--- config.mk ---
export PLATFORM = sky130hd
export DESIGN_NAME = frd_ram
export DESIGN_NICKNAME = d
export VERILOG_FILES = /design/src/hw/rtl/frd_ram.sv
export SDC_FILE = /design/constraint.sdc
export NUM_CORES = 2
export LEC_CHECK = 0
export ABC_AREA = 1
export BUFFER_PORTS_ARGS = -buffer_cell sky130_fd_sc_hd__buf_2
export CELL_PAD_IN_SITES_DETAIL_PLACEMENT = 1
export CELL_PAD_IN_SITES_GLOBAL_PLACEMENT = 1
export CORE_UTILIZATION = 30
export DETAILED_ROUTE_END_ITERATION = 6
export PLACE_DENSITY_LB_ADDON = 0.12
export RECOVER_POWER = 100
export SYNTH_ARGS = -nofsm -noshare
export SYNTH_HDL_FRONTEND = slang
export SYNTH_SLANG_ARGS = --single-unit
--- constraint.sdc ---
create_clock -name clk -period 2.8 [get_ports clk]
set_clock_uncertainty 0.2 [all_clocks]
set_input_delay 0.14 -clock clk [delete_from_list [all_inputs] [get_ports clk]]
set_output_delay 0.14 -clock clk [all_outputs]
set_load 0.03 [all_outputs]
--- src/hw/rtl/frd_ram.sv ---
// Generic single-write, single-read RAM with registered read data.
// Standalone; no package dependency.
`timescale 1ns / 1ps
`default_nettype none

module frd_ram #(
  parameter int WIDTH = 32,
  parameter int DEPTH = 128
) (
  input  wire logic                     clk,
  input  wire logic                     we,
  input  wire logic [$clog2(DEPTH)-1:0] waddr,
  input  wire logic [WIDTH-1:0]         wdata,
  input  wire logic                     re,
  input  wire logic [$clog2(DEPTH)-1:0] raddr,
  output logic      [WIDTH-1:0]         rdata
);

  logic [WIDTH-1:0] mem_r [DEPTH];

  // Write port
  always_ff @(posedge clk) begin
    if (we) begin
      mem_r[waddr] <= wdata;
    end
  end

  // Read port, old data on a same-address collision
  always_ff @(posedge clk) begin
    if (re) begin
      rdata <= mem_r[raddr];
    end
  end

endmodule

`default_nettype wire

; After elaboration in Yosys (flattened, before gate mapping)
; Memory sizes are Yosys's and may differ from the RTL's. A register that Yosys moved wholly into a read port is not among the register bits.
; Cells that the tools add are included.
[op_classes]
muxes = 2
[op_table]
columns = cell, count
row1 = $mux 1, 2
[word_totals]
ff_bits = 0
mem_bits_rw = 4096
n_memories = 1
[memory_table]
columns = name, depth, word_bits, read_ports, rd_clocked_by_memory_dff, wr, line_no
row1 = mem_r, 128, 32, 1, 1, 1, 19  ; logic [WIDTH-1:0] mem_r [DEPTH];

; Depth between registers and ports, before layout
[depth]
depth_word = 2
mapped_depth = 13
depth_no_buf = 9

; Least setup slack after synthesis
; No wires, ideal clock.
[synth_path]
path_type = input to register
startpoint = input port we
endpoint = memory mem_r[105][0] (enable)
setup_time_ns = 0.421
t_arrival_ns = 2.117
t_required_ns = 2.179
setup_slack_ns = 0.062
path_stages = 4
n_path_buf = 2
path_cell_list = clkbuf_1 > nand2_1 > clkbuf_1 > nor2_1
[synth_between]
elab_chain_cells = 2
[synth_lines]
columns = element, line_no
row1 = from (decl), 11  ; input wire logic we,
row2 = $mux 1, 23  ; if (we) begin
row3 = $mux 1 (not written as such), 24  ; mem_r[waddr] <= wdata;
row4 = to (decl), 19
; No other way between the ends.

==> flow_summary_export.csv <==
group,metric,value,unit
status,status,"finished with violations",
status,violations,"max-capacitance violations, max-slew violations, negative setup slack",
grt,grt_pass1_vias,116537,
floorplanning,chipHeight,744,microns
grt,antenna_found_initial,82,
critical_path,arrival,3.51,ns
clock_tree,clk_path_buf_depth,4,
place,placed_area,184000,sq um
grt,grt_use_total,0.235,
timing,min_period_over_period,1.05,
critical_path,crit_path_start_kind,"primary input",
clock_tree,numCtsBuffers,470,
timing,setup_viol,95,
synth,yosysMostFrequentCell,"nand2_1",
critical_path,critPathMaxFanout,36,
timing,maxSlewViolCount,971,
timing,setup_tns,-2.76,ns
synth,synth_ff_type,"edfxtp_1",
detailed_routing,dr.pass1.iters,5,
synth,synth_seq_cells,4128,
pwr,total_power,0.140,W
synth,synth-edff-count,4128,
timing,rsz0062_at_grt,"false",
synth,async_reset_ff_frac,0,
timing,slew_headroom,-0.856,
detailed_routing,wirelength,664000,microns
grt,grt_first_pass_wirelength,922000,microns
detailed_routing,wl_per_cell,30.4,microns
clock_tree,clk_latency,1.07,ns
clock_tree,post_cts_buffers,0,
synth,synthTopCellsByArea,"edfxtp_1, nand3_1, nand2_1, buf_2, buf_4",
critical_path,path_class,"in -> reg",
critical_path,worstSetupEndpointType,"flip-flop",
synth,synth_top_area_frac,0.751,
clock_tree,htreeDepth,5,
floorplanning,io_pins,81,
floorplanning,die-area,553000,sq um
clock_tree,tritoncts,"yes",
flow_run,drv_cap,26,
clock_tree,cts_sinks,4128,
timing,fmax,341,MHz
synth,ys_seq_area_frac,0.751,
timing,fin_ws,-0.132,ns
final_layout,fin_nets,14252,
hold_path,min-delay-start,"raddr[1]",
floorplanning,dieWidth,744,microns
clock_tree,cts.clk_slew.worst_paths,0.06,ns
timing,tightest_slew,2.78,ns
critical_path,reg2reg_from,"mem_r[95][4]$_DFFE_PP_",
synth,yosysTopAreaCell,"edfxtp_1",
hold_path,hold_class,"in -> reg",
floorplanning,core,546000,sq um
timing,hold_viol_final,0,
synth,synth.top_cells.by_count,"nand2_1, edfxtp_1, nand3_1, buf_2, nor2_1",
timing,period_minus_slack,2.93,ns
detailed_routing,drt_iter0_drc,10846,
grt,grt_max_degree,84,
detailed_routing,vias,113530,
synth,synthDistinctLibCells,14,
final_layout,drive_above_1_share,0.124,
critical_path,cp.required,3.38,ns
place,portBuffers,80,
floorplanning,start_util,0.302,
pwr,ir_drop,0.000637,V
detailed_routing,drc,0,
final_layout,post-route-util,0.361,
synth,synth_warnings,0,
final_layout,syn2layout_area_growth,19.6,%
floorplanning,row_count,271,
critical_path,setup.worst_path.start,"raddr[3]",
clock_tree,root_buffer,"clkbuf_16",
final_layout,final_area,197000,sq um
detailed_routing,via_per_inst,5.19,
synth,syn_area,165000,sq um
detailed_routing,ant_nets,0,
pwr,powerDensity,708,nW/um^2
pwr,p_leak,68.7,nW
synth,synth_area_per_cell,12.3,sq um
place,gp_congestion,0.848,
synth,synthCells,13389,
place,dp_worst_setup_slack,-0.718,ns
place,dp_hpwl,397000,microns
grt,grt_overflow,0,
final_layout,fillers,57799,
synth,syn-num-nets,13438,
[cells by family (layout without fill, tap and decap cells)]
group | Yosys count | after routing | share of synthesized area
other | 0 | 42 | 0
buffers and inverters | 933 | 2142 | 0.0284
and+or+nand+nor | 8328 | 8328 | 0.220
DFF | 4128 | 4128 | 0.751
[layout by cell type, fill, tap and decap left out, types with 51 or more instances in the layout]
master	n
buf_12	246
buf_4	595
clkbuf_1	187
clkbuf_16	477
clkbuf_2	112
clkbuf_4	73
clkinv_1	128
clkinv_2	89
dlygate4sd3_1	83
edfxtp_1	4128
nand2_1	4144
nand3_1	4035
nor2_1	51
nor2_4	82
[final cells by class]
| cell class | count | area [sq um] | area share |
|---|---|---|---|
| inverter | 24 | 144 | 0.000729 |
| clock inverter | 294 | 2590 | 0.0131 |
| multi-input combinational | 8328 | 37000 | 0.187 |
| antenna | 42 | 105 | 0.000533 |
| clock buffer | 573 | 12300 | 0.0623 |
| tap | 7234 | 9050 | 0.0459 |
| timing repair buffer | 1251 | 12200 | 0.0617 |
| sequential | 4128 | 124000 | 0.628 |
[per-stage QoR]
stage / cells / hold WS [ns]
2_1_floorplan: 13389 / 0.0389
3_3_place_gp: 20859 / 0.190
3_5_place_dp: 20859 / 0.194
4_1_cts: 21832 / 0.00134
5_1_grt: 21849 / 0.212
6_report: 21874 / 0.175
[registers in the layout, indices dropped and copies added (netlist names)]
name / cells
rdata: 32
mem_r: 4096
[critical path, cell delays in order]
cell           delay, ns
dlygate4sd3_1       0.56
buf_8               0.23
buf_12              0.22
buf_6               0.46
buf_2               0.43
nand3_1             0.17
nand3_1             0.11
nand3_1             0.41
nand3_1             0.54
nand2_1             0.10
[final timing paths]
| path | to | cells after the start | slack, ns |
|---|---|---|---|
| setup / recovery | rdata[29]$_DFFE_PP_ | 10 | -0.13 |
| hold reg to reg | rdata[26]$_DFFE_PP_ | 8 | 0.79 |
| hold / removal | rdata[21]$_DFFE_PP_ | 10 | 0.18 |
| setup reg to reg | rdata[4]$_DFFE_PP_ | 9 | 0.14 |
[report_power, final]
part	total (W)	switching, W	internal (W)
combinational	0.0105	0.00762	0.00288
clock	0.0604	0.0258	0.0346
sequential	0.0687	0.000314	0.0683
total	0.140	0.0338	0.106
[repair_timing]
item,4_1_cts,5_1_grt
hold buffers,106,0
cloned,0,2
hold endpoints to repair,6449,0
endpoints found under the setup margin,1,62
resized for setup,1,3
[routing by layer]
metal  GRT usage  routed length, microns  vias up
li1            -                       -    49810
met1       0.320                  288000    59591
met2       0.390                  314000     3225
met3      0.0229                   34200      902
met4      0.0881                   28400        2
met5           0                      13        -
No activity file was read; power rests on OpenSTA's default activity.
