File: src/hw/rtl/frd_pkg.sv
// Shared types and constants for the flood rate detector.
// Used by frd_cam and flood_rate_detector; depends on nothing else.
`timescale 1ns / 1ps
`default_nettype none

package frd_pkg;

  // Table geometry
  localparam int TABLE_ENTRIES = 64;
  localparam int COUNT_WIDTH   = 32;
  localparam int SLOT_W        = (TABLE_ENTRIES > 1) ? $clog2(TABLE_ENTRIES) : 1;
  // Counter store: one row per (rule, slot) pair
  localparam int CNT_AW        = SLOT_W + 1;
  localparam int CNT_DEPTH     = 2 ** CNT_AW;

  // Protocol numbers
  localparam logic [7:0] PROTO_TCP  = 8'd6;
  localparam logic [7:0] PROTO_ICMP = 8'd1;

  // Rule codes
  localparam logic RULE_SYN  = 1'b0;
  localparam logic RULE_ICMP = 1'b1;

  // Configuration register indexes
  localparam logic [1:0] CFG_SYN_THR  = 2'd0;
  localparam logic [1:0] CFG_ICMP_THR = 2'd1;
  localparam logic [1:0] CFG_SYN_EN   = 2'd2;
  localparam logic [1:0] CFG_ICMP_EN  = 2'd3;

  typedef struct packed {
    logic [7:0]  protocol;
    logic        syn_flag;
    logic        ack_flag;
    logic [31:0] src_ip;
    logic [31:0] dst_ip;
    logic [15:0] src_port;
    logic [15:0] dst_port;
  } in_item_t;

  typedef struct packed {
    logic        rule_code;
    logic [31:0] alert_src_ip;
    logic [31:0] alert_dst_ip;
    logic [15:0] alert_src_port;
    logic [15:0] alert_dst_port;
    logic [31:0] packet_count;
  } out_item_t;

  // Source table lookup result
  typedef struct packed {
    logic              found;
    logic [SLOT_W-1:0] slot;
  } cam_res_t;

endpackage

`default_nettype wire

File: src/hw/rtl/frd_cam.sv
// Source address table: parallel match, lowest-free allocation, valid bits.
// Depends on frd_pkg.
`timescale 1ns / 1ps
`default_nettype none

module frd_cam (
  input  wire logic             clk,
  input  wire logic             rst_n,
  input  wire logic             lookup_en,
  input  wire logic [31:0]      key,
  output frd_pkg::cam_res_t     res
);

  logic [31:0]                         addr_r [frd_pkg::TABLE_ENTRIES];
  logic [frd_pkg::TABLE_ENTRIES-1:0]   vld_r;

  logic                        hit;
  logic [frd_pkg::SLOT_W-1:0]  hit_slot;
  logic                        free_any;
  logic [frd_pkg::SLOT_W-1:0]  free_slot;
  logic                        alloc;

  // Match all valid entries; at most one can hit
  always_comb begin
    hit      = 1'b0;
    hit_slot = '0;
    for (int i = 0; i < frd_pkg::TABLE_ENTRIES; i++) begin
      if (vld_r[i] && (addr_r[i] == key)) begin
        hit      = 1'b1;
        hit_slot = hit_slot | frd_pkg::SLOT_W'(i);
      end
    end
  end

  // Find the lowest free entry
  always_comb begin
    free_any  = 1'b0;
    free_slot = '0;
    for (int i = frd_pkg::TABLE_ENTRIES - 1; i >= 0; i--) begin
      if (!vld_r[i]) begin
        free_any  = 1'b1;
        free_slot = frd_pkg::SLOT_W'(i);
      end
    end
  end

  assign alloc     = lookup_en && !hit && free_any;
  assign res.found = hit || free_any;
  assign res.slot  = hit ? hit_slot : free_slot;

  // Mark newly allocated entries
  always_ff @(posedge clk) begin
    if (!rst_n) begin
      vld_r <= '0;
    end else if (alloc) begin
      vld_r[free_slot] <= 1'b1;
    end
  end

  // Store the source address of a new entry
  always_ff @(posedge clk) begin
    if (alloc) begin
      addr_r[free_slot] <= key;
    end
  end

endmodule

`default_nettype wire

File: config.mk
export PLATFORM = sky130hd
export DESIGN_NAME = frd_cam
export DESIGN_NICKNAME = d
export VERILOG_FILES = /design/src/hw/rtl/frd_pkg.sv /design/src/hw/rtl/frd_cam.sv
export SDC_FILE = /design/constraint.sdc
export NUM_CORES = 2
export LEC_CHECK = 0
export BUFFER_PORTS_ARGS = -buffer_cell sky130_fd_sc_hd__buf_2
export CORE_UTILIZATION = 30
export CTS_CLUSTER_SIZE = 24
export DETAILED_ROUTE_END_ITERATION = 16
export PLACE_DENSITY = 0.45
export SYNTH_ARGS = -nofsm -noshare
export SYNTH_HDL_FRONTEND = slang
export SYNTH_SLANG_ARGS = --single-unit
File: constraint.sdc
create_clock -name clk -period 7.7 [get_ports clk]
set_input_delay 1.54 -clock clk [delete_from_list [all_inputs] [get_ports clk]]
set_output_delay 1.54 -clock clk [all_outputs]
set_load 0.05 [all_outputs]
* Word level (Yosys, flattened, before mapping) *
Memories as Yosys holds them, arrays and structs flattened.
Cells that the tools add are included.

operators by class
  mux-type cells = 262
  divide/modulo/power cells = 0
  bitwise operators = 1
  eq/ne operators = 65
  reductions and logical operators = 69
  shift-type cells = 0
  add/sub/neg operators = 0
  magnitude comparators = 2
  $mul = 0

operators with widths
  operator                                                            number
  equality test 32 bit                                                64
  two-way mux 6 bit                                                   97
  two-way mux 1 bit                                                   132
  two-way mux 64 bit                                                  2
  two-way mux 5 bit                                                   16
  logical AND 1 bit                                                   67
  bitwise OR 64 bit                                                   1
  two-way mux 4 bit                                                   8
  two-way mux 3 bit                                                   4
  < comparator 6 x 7 -> 1 bit (second input constant)                 1
  demux 1 bit (select 6 bit)                                          1
  greater-or-equal comparator 6 x 1 -> 1 bit (second input constant)  1
  two-way mux 2 bit                                                   2
  != test 2 x 1 -> 1 bit (second input constant)                      1
  zero test 1 bit                                                     1
  logical OR 1 bit                                                    1

storage, ports and cells
  memories = 1
  logic and storage cells = 401
  latch bits = 0
  output and inout bits = 7
  bits in registers = 64
  RAM bits = 2,048
  input bits = 35
  memory bits (read-only) = 0

memory list
  memory  words  width  rd ports  clocked after Yosys merged registers in  write ports  line           RTL
  addr_r  64     32     64        0                                        1            frd_cam.sv:14  logic [31:0] addr_r [frd_pkg::TABLE_ENTRIES];

* Depth between registers and ports, before layout *
An unclocked memory read counts as a cell.

  word-level depth = 72
  depth in mapped cells = 15
  depth with buffers taken out = 10

* Worst setup path after synthesis *
No wires, ideal clock.

  path kind = input-to-reg
  start = in key[14]
  end = mem addr_r[1][0], enable pin
  library setup time = 0.461 ns
  slack = 1.453 ns
  data required time = 7.239 ns
  cell stages on the path = 14
  data arrival time = 5.786 ns
  buffers on the path = 5
  cells stage by stage = buf_4 > buf_6 > buf_8 > buf_8 > xor2_1 > nor4_1 > nand4_2 > nand4_2 > nor4_2 > nand4_2 > nor2_4 > nand3_2 > buf_4 > nor3_1

on the way
  word-level cells in the longest chain between the ends = 71
  elaborated cells on any way between the ends = 197
  classes of those cells = 64 x eq/ne; 66 x mux; 67 x reduce/logical

RTL lines
  what                                         line           RTL
  from (decl)                                  frd_cam.sv:10  input wire logic [31:0] key,
  equality test 32 bit                         frd_cam.sv:28  if (vld_r[i] && (addr_r[i] == key)) begin
  logical AND 1 bit                            frd_cam.sv:28
  two-way mux 1 bit (63 in series)             frd_cam.sv:28
  two-way mux 1 bit (*)                        frd_cam.sv:28
  zero test 1 bit (*)                          frd_cam.sv:47  assign alloc = lookup_en && !hit && free_any;
  logical AND 1 bit (*) (2 in series)          frd_cam.sv:47
  two-way mux 1 bit (*)                        frd_cam.sv:62  if (alloc) begin
  two-way mux 1 bit (implied by the code) (*)  frd_cam.sv:63  addr_r[free_slot] <= key;
  to (decl)                                    frd_cam.sv:14

Every way passes the cells marked *; elsewhere a longest branch is shown, timed or not.

==> impl_metrics.yaml <==
worst_setup_path:
  crit_path_end_kind: "output pin"
  r2r_end: "addr_r[22][17]"
  criticalPathCategory: "primary input to output pin"
  critPathArrivalTime_ns: 5.93
  cp-start-kind: "primary input"
  rr_worst_depth: 12
  cp.required_ns: 6.16
  cpMostUsedCell: "buf_4"
  critPathMaxFanout: 34
  worst-r2r-setup-slack_ns: 2.61
  worstPathCellList: "clkbuf_8, buf_4, xnor2_1, nand4_1, nor4_1, nand4_1, o41ai_2, nor3_1, nand4_2, nor2_4, buf_4, mux2i_1, buf_4, buf_12"
  cp_slowest_cell: "nor4_1"
  crit_path_max_incr_delay_ns: 0.62
  timing.rr.start: "addr_r[22][12]"
routing:
  drc_errors: 0
  routedWlPerCell_um: 27.15
  drt-initial-drc-count: 3875
  finalWirelength_um: 276200
  dr_total_vias: 47880
  antenna_left: 0
  dr.pass1.iters: 5
  viasPerCell: 4.708
die:
  ios: 42
  die_h_um: 549.9
  placementRows: 200
  die_w_um: 549.9
  core_mm2: 0.2978
  die_area_mm2: 0.3024
  initial_core_util_pct: 30.24
synthesis:
  synth_area_leaders: "edfxtp_1 68%, xor2_1 14%, xnor2_1 5.5%"
  avgSynthCellArea_um2: 16.16
  synthCells: 5573
  synth_seq_area_share_pct: 69.71
  synth_warnings: 0
  synth-edff-count: 2048
  mappedNetlistArea_mm2: 0.09006
  yosys.cell_types.count: 59
  synth_largest_area_cell: "edfxtp_1"
  synth_top_area_share_pct: 68.29
  syn_nets: 5608
  synth_ff_type: "edfxtp_1"
  async_flop_share_pct: 0
  ys_seq_elements: 2112
timing:
  fin_crit_sh_pct: 96.98
  tightest_slew_ns: 1.216
  max_freq_mhz: 133.9
  setup_viol: 0
  hold_violations: 0
  rsz0062_at_grt: "false"
  drv_slew: 0
  finalSetupTns_ns: 0
  slew-limit-headroom_pct: 18.24
  period_needed_ns: 7.468
  skew_ns: 0.09610
global_routing:
  antenna_found_initial: 21
  grt_pass1_vias: 47760
  grt_max_degree: 60
  track_usage_pct: 18.13
  grt_overflow: 0
  grt_pass1_wl_um: 387400
finish:
  drive_above_1_share_pct: 13.58
  areaGrowthSynthToFinish_pct: 16.34
  final_net_count: 6080
  fin_util_pct: 35.18
cts:
  htreeDepth: 4
  clock_tree.buffer_depth: 4
  clk_pin_slew_ns: 0.06
  cts_setup_buffers: 0
  cts_tree: "yes"
  insertion_delay_ns: 0.91
  cts-buffers-inserted: 235
  cts_sinks: 2112
  cts-resized-gates: 0
  ctsRootBufferMaster: "clkbuf_16"
  hold_buffers: 0
min_path:
  hp-start: "vld_r[45]"
  hold_class: "register to register"
  hold_depth: 1
  hold_end: "vld_r[45]"
place:
  port_buffers: 41
  gp_congestion: 0.8947
  dpl.hpwl_um: 176800
status:
  outcome: "finished, final reports clean"
power_and_ir_drop:
  switching_share_pct: 22.57
  p_clk_share_pct: 43.2
  pwr-share-seq_pct: 50.8
  power_density_mw_per_mm2: 237.0
  cellLeakagePower_nw: 34.01
  pwr-share-comb_pct: 5.9
  max-vdd-ir-drop_mv: 0.1859
  p_int_mw: 19.23
  power_switching_mw: 5.606
flow_run:
  drv_cap: 0
-- flip-flops by register name, summed over array words and instances (netlist names) --
| name | flops |
|---|---|
| vld_r | 64 |
| addr_r | 2048 |
-- Yosys cell counts, types with 3 or more instances --
cell / count
nor4_1: 353
o311ai_1: 3
nand2_1: 99
and4b_1: 4
xnor2_1: 563
o21bai_1: 3
o21ai_1: 23
nand3b_2: 3
o21a_1: 35
and2_1: 5
and4_1: 35
o31ai_1: 8
nor3_1: 78
buf_4: 83
a21oi_1: 15
o21ai_0: 20
or4_1: 20
a21o_1: 3
xor2_1: 1483
edfxtp_1: 2048
a31oi_1: 4
buf_2: 11
nor2_1: 56
nand3_1: 107
or3_1: 17
nand4_1: 206
nand4_2: 4
o2111ai_1: 3
and3_1: 5
o22ai_1: 5
inv_1: 18
buf_8: 38
buf_6: 97
o211ai_1: 4
clkbuf_1: 14
nand3_2: 4
dfxtp_1: 64
nor2b_1: 5
-- worst max path at each step --
stage / startpoint / to / slack [ns] / cells past startpoint
2_1_floorplan: key[14] / addr_r[1][0] / 1.45 / 14
3_3_place_gp: key[11] / res[4] / 0.19 / 14
3_5_place_dp: key[11] / res[4] / 0.23 / 14
4_1_cts: key[11] / res[4] / 0.21 / 14
5_1_grt: key[10] / res[4] / 0.08 / 15
6_report: key[11] / res[4] / 0.23 / 14
-- power by group through the flow --
| stage | logic, mW | registers [mW] | clock network (mW) |
|---|---|---|---|
| after floorplan | 0.759 | 12.9 | 0 |
| final | 1.47 | 12.6 | 10.7 |
| after detailed placement | 1.50 | 12.9 | 0 |
| after global routing | 1.58 | 12.6 | 11.4 |
| after global placement | 1.50 | 12.9 | 0 |
| after CTS | 1.51 | 12.6 | 11.0 |
-- cell usage in the layout, fill, tap and decap left out, types with 4 or more instances in the layout --
| cell type | count |
|---|---|
| edfxtp_1 | 2048 |
| xor2_1 | 1483 |
| xnor2_1 | 563 |
| buf_4 | 354 |
| nor4_1 | 352 |
| clkbuf_16 | 236 |
| nand4_1 | 206 |
| nand3_1 | 107 |
| nand2_1 | 99 |
| buf_12 | 87 |
| nor3_1 | 76 |
| clkbuf_1 | 72 |
| dfxtp_1 | 64 |
| clkinv_2 | 42 |
| clkbuf_8 | 41 |
| clkinv_1 | 38 |
| and4_1 | 35 |
| o21a_1 | 35 |
| nor2_1 | 27 |
| o21ai_1 | 23 |
| nor2_2 | 23 |
| or4_1 | 20 |
| o21ai_0 | 20 |
| inv_1 | 18 |
| or3_1 | 17 |
| a21oi_1 | 14 |
| bufinv_16 | 12 |
| o31ai_1 | 8 |
| nor2_4 | 7 |
| buf_2 | 6 |
| nor2b_1 | 5 |
| and3_1 | 5 |
| and2_1 | 5 |
| o22ai_1 | 5 |
| o211ai_1 | 4 |
| nand4_2 | 4 |
| and4b_1 | 4 |
| a31oi_1 | 4 |
| nand3_2 | 4 |
-- area by class of cell --
type | count | area (um2)
inverter | 18 | 67.56
multi-input combinational | 3199 | 24930
antenna | 1 | 2.502
sequential | 2112 | 62780
timing repair buffer | 479 | 4872
clock inverter | 101 | 838.3
fill | 28450 | 193000
clock buffer | 322 | 6350
tap | 3939 | 4928
-- cell families (layout without fill, tap and decap cells) --
| kind of cell | after synthesis | count (layout) | synth area share, % |
|---|---|---|---|
| compound gates | 142 | 142 | 1.067 |
| xor+xnor | 2046 | 2046 | 19.90 |
| buf+inv | 262 | 920 | 2.738 |
| flops | 2112 | 2112 | 69.71 |
| mux | 2 | 2 | 0.02362 |
| other cells | 0 | 1 | 0 |
| simple gates | 1009 | 1009 | 6.559 |
-- layer usage --
layer,GRT usage (%),vias to the layer above,routed length [um]
met4,3.608,0,5039
met3,2.035,308,11780
met5,0,-,0
met2,28.73,1047,126800
met1,26.68,25050,132600
li1,-,21480,-
-- worst max-delay path, delay by kind of cell --
family	cells	cell delay, ns
buffers and inverters	5	1.38
and+or+nand+nor	6	1.89
AOI/OAI and AO/OA	1	0.31
muxes	1	0.52
xor gates and xnor gates	1	0.15
-- through the flow --
stage	instance area [um2]	power (mW)	cells	hold WS, ns	setup WS (ns)
detailed placement	97580	14.37	9747	0.5119	0.2332
global placement	97580	14.36	9747	0.5096	0.1901
floorplan	90060	13.63	5573	0.4600	1.453
CTS	104800	25.13	10170	0.5251	0.2122
global route	104800	25.58	10170	0.5461	0.07894
finish	104800	24.83	10170	0.5257	0.2322
(Power assumes the default switching activity.)
